## config.mk

```make
export PLATFORM = sky130hd
export DESIGN_NAME = rc4_stream_cipher_core
export DESIGN_NICKNAME = d
export VERILOG_FILES = /design/src/sv/rc4_pkg.sv /design/src/sv/rc4_stream_cipher_core.sv
export SDC_FILE = /design/constraint.sdc
export NUM_CORES = 2
export LEC_CHECK = 0
export ABC_AREA = 0
export BUFFER_PORTS_ARGS = -buffer_cell sky130_fd_sc_hd__buf_2
export CORE_MARGIN = 2
export CORE_UTILIZATION = 57
export DETAILED_ROUTE_END_ITERATION = 10
export PLACE_DENSITY = 0.77
export RECOVER_POWER = 50
export REMOVE_ABC_BUFFERS = 1
export SLEW_MARGIN = 5
export SYNTH_ARGS = -nofsm -noshare
export SYNTH_HDL_FRONTEND = slang
export SYNTH_SLANG_ARGS = --single-unit
```

## constraint.sdc

```tcl
create_clock -name clk -period 5.85 [get_ports clk]
set_clock_uncertainty 0.1 [all_clocks]
set_input_delay 0.585 -clock clk [delete_from_list [all_inputs] [get_ports clk]]
set_output_delay 0.585 -clock clk [all_outputs]
set_load 0.1 [all_outputs]
```

## src/sv/rc4_pkg.sv

```systemverilog
// Shared types and constants of the RC4 stream cipher core.
`default_nettype none
package rc4_pkg;

  localparam int unsigned PERM_DEPTH = 256;
  localparam int unsigned BYTE_W     = 8;
  localparam int unsigned COUNT_W    = 9;

  typedef logic [BYTE_W-1:0]  byte_t;
  typedef logic [COUNT_W-1:0] count_t;

  localparam logic ACTION_KEY  = 1'b0;
  localparam logic ACTION_DATA = 1'b1;

  localparam byte_t BYTE_LAST = 8'hFF;

endpackage
`default_nettype wire

```

## src/sv/rc4_stream_cipher_core.sv

```systemverilog
// RC4 stream cipher core: a key store, and key schedule and keystream XOR on one permutation RAM.
//
// Key bytes (action 0) are accepted one per cycle while the core is idle and stored, up to
// MAX_KEY_BYTES; later ones are dropped. A key byte with key_last set starts the key schedule:
// the permutation RAM is filled with identity, then 256 swap steps follow (read S[n] and key
// byte, read S[acc], write back both entries), and the next transaction is taken only after the
// schedule ends. A data byte (action 1) yields one result: when keyed, it goes through read
// S[i], read S[j], write S[i], write S[j] with the keystream read, then output to the result
// register; when no key has been scheduled yet, the byte passes unchanged with not_keyed set.
// The permutation RAM has one write and one registered read port, so each RAM read takes its
// own step. The result register lets the next transaction be accepted while a result still
// waits on out_ready.
`default_nettype none
module rc4_stream_cipher_core
  import rc4_pkg::*;
#(
  parameter int unsigned MAX_KEY_BYTES = 256
) (
  input  wire logic        clk,
  input  wire logic        rst_n,
  input  wire logic        in_valid,
  output logic             in_ready,
  input  wire logic        in_action,
  input  wire logic [7:0]  in_data_byte,
  input  wire logic        in_key_last,
  output logic             out_valid,
  input  wire logic        out_ready,
  output logic [7:0]       out_byte,
  output logic             out_not_keyed
);

  typedef enum logic [3:0] {
    S_IDLE, S_FILL, S_KA, S_KB, S_KC, S_KD, S_DA, S_DB, S_DC, S_DD, S_EMIT
  } state_t;

  localparam count_t KEY_LIMIT = COUNT_W'(MAX_KEY_BYTES);

  state_t state_r, state_nxt;
  count_t key_count_r, key_count_nxt;
  byte_t  i_r, i_nxt, j_r, j_nxt;
  byte_t  n_r, n_nxt, k_r, k_nxt, acc_r, acc_nxt;
  byte_t  sa_r, sa_nxt, sb_r, sb_nxt;
  byte_t  byte_r, byte_nxt;
  logic   keyed_r, keyed_nxt;
  logic   nk_r, nk_nxt;
  logic   fwd_r, fwd_nxt;
  logic   out_valid_r, out_valid_nxt;
  byte_t  out_byte_r, out_byte_nxt;
  logic   out_nk_r, out_nk_nxt;

  byte_t perm_mem [PERM_DEPTH];
  byte_t key_mem  [PERM_DEPTH];
  byte_t perm_rd_r, key_rd_r;

  logic  perm_we, perm_re, key_we, key_re;
  byte_t perm_wa, perm_wd, perm_ra, key_ra;

  logic  accept;
  logic  slot_free;
  byte_t sum_b, ks;

  always_ff @(posedge clk) begin
    if (perm_we) begin
      perm_mem[perm_wa] <= perm_wd;
    end
    if (perm_re) begin
      perm_rd_r <= perm_mem[perm_ra];
    end
  end

  always_ff @(posedge clk) begin
    if (key_we) begin
      key_mem[key_count_r[BYTE_W-1:0]] <= in_data_byte;
    end
    if (key_re) begin
      key_rd_r <= key_mem[key_ra];
    end
  end

  assign in_ready  = (state_r == S_IDLE);
  assign accept    = in_valid && in_ready;
  assign slot_free = !out_valid_r || out_ready;
  assign sum_b     = sa_r + sb_r;
  assign ks        = fwd_r ? sa_r : perm_rd_r;

  always_comb begin
    state_nxt     = state_r;
    key_count_nxt = key_count_r;
    i_nxt         = i_r;
    j_nxt         = j_r;
    n_nxt         = n_r;
    k_nxt         = k_r;
    acc_nxt       = acc_r;
    sa_nxt        = sa_r;
    sb_nxt        = sb_r;
    byte_nxt      = byte_r;
    keyed_nxt     = keyed_r;
    nk_nxt        = nk_r;
    fwd_nxt       = fwd_r;
    out_valid_nxt = out_valid_r && !out_ready;
    out_byte_nxt  = out_byte_r;
    out_nk_nxt    = out_nk_r;
    perm_we       = 1'b0;
    perm_re       = 1'b0;
    perm_wa       = n_r;
    perm_wd       = n_r;
    perm_ra       = n_r;
    key_we        = 1'b0;
    key_re        = 1'b0;
    key_ra        = k_r;

    case (state_r)
      S_IDLE: begin
        if (accept) begin
          if (in_action == ACTION_KEY) begin
            if (key_count_r < KEY_LIMIT) begin
              key_we        = 1'b1;
              key_count_nxt = key_count_r + 1'b1;
            end
            if (in_key_last) begin
              n_nxt     = '0;
              state_nxt = S_FILL;
            end
          end else begin
            byte_nxt = in_data_byte;
            fwd_nxt  = 1'b0;
            if (keyed_r) begin
              nk_nxt    = 1'b0;
              i_nxt     = i_r + 1'b1;
              state_nxt = S_DA;
            end else begin
              nk_nxt    = 1'b1;
              state_nxt = S_EMIT;
            end
          end
        end
      end
      S_FILL: begin
        perm_we = 1'b1;
        n_nxt   = n_r + 1'b1;
        if (n_r == BYTE_LAST) begin
          acc_nxt   = '0;
          k_nxt     = '0;
          state_nxt = S_KA;
        end
      end
      S_KA: begin
        perm_re   = 1'b1;
        key_re    = 1'b1;
        state_nxt = S_KB;
      end
      S_KB: begin
        sa_nxt    = perm_rd_r;
        acc_nxt   = acc_r + perm_rd_r + key_rd_r;
        perm_re   = 1'b1;
        perm_ra   = acc_nxt;
        state_nxt = S_KC;
      end
      S_KC: begin
        perm_we   = 1'b1;
        perm_wd   = perm_rd_r;
        state_nxt = S_KD;
      end
      S_KD: begin
        perm_we = 1'b1;
        perm_wa = acc_r;
        perm_wd = sa_r;
        n_nxt   = n_r + 1'b1;
        if ((COUNT_W'(k_r) + 1'b1) >= key_count_r) begin
          k_nxt = '0;
        end else begin
          k_nxt = k_r + 1'b1;
        end
        if (n_r == BYTE_LAST) begin
          i_nxt         = '0;
          j_nxt         = '0;
          key_count_nxt = '0;
          keyed_nxt     = 1'b1;
          state_nxt     = S_IDLE;
        end else begin
          state_nxt = S_KA;
        end
      end
      S_DA: begin
        perm_re   = 1'b1;
        perm_ra   = i_r;
        state_nxt = S_DB;
      end
      S_DB: begin
        sa_nxt    = perm_rd_r;
        j_nxt     = j_r + perm_rd_r;
        perm_re   = 1'b1;
        perm_ra   = j_nxt;
        state_nxt = S_DC;
      end
      S_DC: begin
        sb_nxt    = perm_rd_r;
        perm_we   = 1'b1;
        perm_wa   = i_r;
        perm_wd   = perm_rd_r;
        state_nxt = S_DD;
      end
      S_DD: begin
        perm_we   = 1'b1;
        perm_wa   = j_r;
        perm_wd   = sa_r;
        perm_re   = 1'b1;
        perm_ra   = sum_b;
        fwd_nxt   = (sum_b == j_r);
        state_nxt = S_EMIT;
      end
      S_EMIT: begin
        if (slot_free) begin
          out_valid_nxt = 1'b1;
          out_byte_nxt  = nk_r ? byte_r : (byte_r ^ ks);
          out_nk_nxt    = nk_r;
          state_nxt     = S_IDLE;
        end
      end
      default: begin
        state_nxt = S_IDLE;
      end
    endcase
  end

  always_ff @(posedge clk) begin
    if (!rst_n) begin
      state_r     <= S_IDLE;
      key_count_r <= '0;
      i_r         <= '0;
      j_r         <= '0;
      keyed_r     <= 1'b0;
      out_valid_r <= 1'b0;
    end else begin
      state_r     <= state_nxt;
      key_count_r <= key_count_nxt;
      i_r         <= i_nxt;
      j_r         <= j_nxt;
      keyed_r     <= keyed_nxt;
      out_valid_r <= out_valid_nxt;
    end
    n_r        <= n_nxt;
    k_r        <= k_nxt;
    acc_r      <= acc_nxt;
    sa_r       <= sa_nxt;
    sb_r       <= sb_nxt;
    byte_r     <= byte_nxt;
    nk_r       <= nk_nxt;
    fwd_r      <= fwd_nxt;
    out_byte_r <= out_byte_nxt;
    out_nk_r   <= out_nk_nxt;
  end

  assign out_valid     = out_valid_r;
  assign out_byte      = out_byte_r;
  assign out_not_keyed = out_nk_r;

endmodule
`default_nettype wire

```

==> metrics.yaml <==
outcome: "finished, violations left"
violations: "negative hold slack, max-capacitance violations, max-slew violations, negative setup slack"
peakVddDrop_v: 0.000500
cp-end-kind: "flip-flop"
tns_ns: -0.0638
cts_tree: "built"
worstPathCellList: "ha_1 > inv_1 > fa_1 > nor4bb_1 > o21ai_0 > o21a_1 > nor2_4 > buf_12 > buf_12 > buf_12 > nand2_1 > a311oi_1 > o22ai_1 > nor3_1 > nor3_2 > nor3_4 > buf_4"
final_core_util_pct: 64.5
wl_mm: 479
seq_power_share_pct: 41.0
path_buf_inv: 5
cpPeakStageDelay_ns: 0.67
crit_path_start_kind: "flip-flop"
synthArstFlopShare_pct: 0
synth_commonest_cells: "edfxtp_1, nand2_1, mux4_2"
intPower_w: 0.0595
initial_core_util_pct: 57.3
clock-sinks: 4202
synth_top_cell_by_area: "edfxtp_1"
dp_hpwl_mm: 285
crit_slowest_cell: "edfxtp_1"
cpLargestDelayFamily: "simple AND/OR/NAND/NOR gates"
route.detailed.drc: 0
setup_viol: 2
max_cap_violations: 26
grtUsageTotal_pct: 32.2
rsz0062_at_grt: "no"
worst_pin_slew_ns: 5.41
ys_types: 100
cts_max_level: 5
antenna_found_initial: 25
synth_warnings: 0
fill_cells: 18595
gp_congestion: 1.01
postCtsSetupRepairBufs: 0
drt_pass1_iterations: 9
placed_area_sq_um: 175000
fin_area_sq_um: 188000
grt_max_degree: 212
clkPwrFrac_pct: 28.6
hold_class: "input pin to flip-flop"
maxSlewViolCount: 2434
grt_pass1_vias: 92697
yosys_most_used_dff: "edfxtp_1"
vias: 94683
layout_setup_ws_ns: -0.0336
grt_pass1_wl_mm: 680
syn_area_sq_um: 167000
area_delta_synth_final_pct: 12.5
ys_ff_latch: 4202
wl_per_cell_um: 35.0
switchingPower_w: 0.0319
crit_required_ns: 6.59
seq_area_frac_synth_pct: 75.5
ant_nets: 0
coreArea_sq_um: 291000
cts_root_buf: "clkbuf_16"
whs_path_depth: 3
final_nets: 9485
cp_common_cell: "buf_12"
combinationalPowerShare_pct: 30.3
port_buffers: 24
drt_iter0_drc: 15737
ios: 25
fp.dieW_um: 545
via_per_inst: 6.92
hold-worst-slack_ns: -0.00874
path_max_fanout: 36
grt_overflow: 0
cts_buffer_depth: 4
final_cells: 13682
dp_cells: 12915
row_count: 198
r2r_cells: 17
dieArea_sq_um: 297000
netlist.area_leader.share_pct: 75.1
drive_above_1_share_pct: 20.9
path_class: "flip-flop to flip-flop"
critical_path_cell_count: 17
slew-limit-headroom_pct: -261
clk_pin_slew_ns: 0.06
reg2reg_slack_ns: -0.03
synthTopCellsByArea: "edfxtp_1, mux4_2, nand2_1"
fmax_ghz: 0.170
crit_arrival_ns: 6.62
cts_made_buffers: 404
period_minus_slack_ns: 5.88
synth_edf_count: 4171
p_sw_share_pct: 34.9
clk_latency_ns: 1.02
synth.most_common_cell: "edfxtp_1"
final-hold-violation-count: 1
syn_inst: 8979
avgSynthCellArea_sq_um: 18.6
die_h_um: 545
powerDensity_nw_per_um2: 487
leakage_nw: 60.7
fin_crit_sh_pct: 101
==> power by group through the flow <==
stage / clock network [W] / logic (W) / registers [W]
6_report: 0.0262 / 0.0277 / 0.0375
5_1_grt: 0.0273 / 0.0280 / 0.0375
4_1_cts: 0.0262 / 0.0267 / 0.0373
3_5_place_dp: 0 / 0.0265 / 0.0379
3_3_place_gp: 0 / 0.0260 / 0.0379
2_1_floorplan: 0 / 0.0137 / 0.0387
==> path summary, 6_finish.rpt <==
path                    endpoint           start
hold reg to reg   key_count_r[1]  key_count_r[1]
setup / recovery    perm_rd_r[1]    perm_rd_r[0]
setup reg to reg    perm_rd_r[1]    perm_rd_r[0]
hold / removal         out_valid       out_ready
==> what timing repair did <==
action,in CTS,in global routing
endpoints found under the hold margin,83,0
hold buffers,4,0
endpoints found under the setup margin,2,5
gates resized for setup,2,14
==> state kept, by name, summed over array words and instances, names as in the netlist, 4 cells and up <==
name	flops
acc_r	8
byte_r	8
i_r	8
j_r	8
k_r	8
key_count_r	9
key_mem	2048
key_rd_r	8
n_r	8
out_byte	8
perm_mem	2048
perm_rd_r	8
sa_r	8
sb_r	8
state_r	4
==> metrics by stage <==
stage	worst slack, ns	power (W)
4_1_cts	0.0661	0.0901
3_3_place_gp	-0.218	0.0639
5_1_grt	0.000669	0.0927
2_1_floorplan	-17.18	0.0525
3_5_place_dp	-0.197	0.0644
6_report	-0.0336	0.0914
==> final cells by class <==
type / count / area (sq um) / share of cell area, %
flip-flops and latches: 4202 / 126000 / 67.1
multi-input cells: 4175 / 38100 / 20.3
clock buffers: 483 / 10500 / 5.60
repair buffers: 606 / 5430 / 2.89
well taps: 3900 / 4880 / 2.60
clock inverters: 261 / 2660 / 1.42
inverters: 36 / 135 / 0.0720
diodes: 19 / 47.5 / 0.0253
==> per-layer routing <==
| layer | track usage [%] | wire length (um) | vias to the layer above |
|---|---|---|---|
| met5 | 0 | 174 | - |
| met4 | 19.1 | 33000 | 22 |
| met3 | 7.74 | 59500 | 1566 |
| met2 | 50.0 | 226000 | 7791 |
| met1 | 41.6 | 161000 | 47993 |
| li1 | - | - | 37311 |
==> worst min-delay path, delay by kind of cell <==
family	cells	cell delay, ns
compound gates	1	0.12
buf+inv	1	0.07
simple gates	1	0.23
==> cells in the final DEF, fill, tap and decap left out, types with 78 or more instances in the layout <==
| master | instances |
|---|---|
| edfxtp_1 | 4171 |
| nand2_1 | 849 |
| mux4_2 | 800 |
| nor2_1 | 630 |
| buf_4 | 474 |
| clkbuf_16 | 407 |
| mux2i_1 | 277 |
| nand3_1 | 193 |
| a21oi_1 | 193 |
| and3_1 | 124 |
| a211oi_1 | 120 |
| o21ai_0 | 95 |
| clkbuf_1 | 93 |
| a311oi_1 | 91 |
| clkinv_1 | 89 |
| clkinv_2 | 80 |
| buf_12 | 78 |
==> cells by family (layout without fill, tap and decap cells) <==
group,count (synthesis),after routing,share of synthesized area [%]
simple gates,1996,1996,5.16
buf+inv,602,1386,1.84
flops,4202,4202,75.5
mux,1089,1089,12.6
other cells,0,19,0
fa+ha+maj,46,46,0.390
xor+xnor,56,56,0.294
compound gates,988,988,4.25
(Power assumes the default switching activity.)
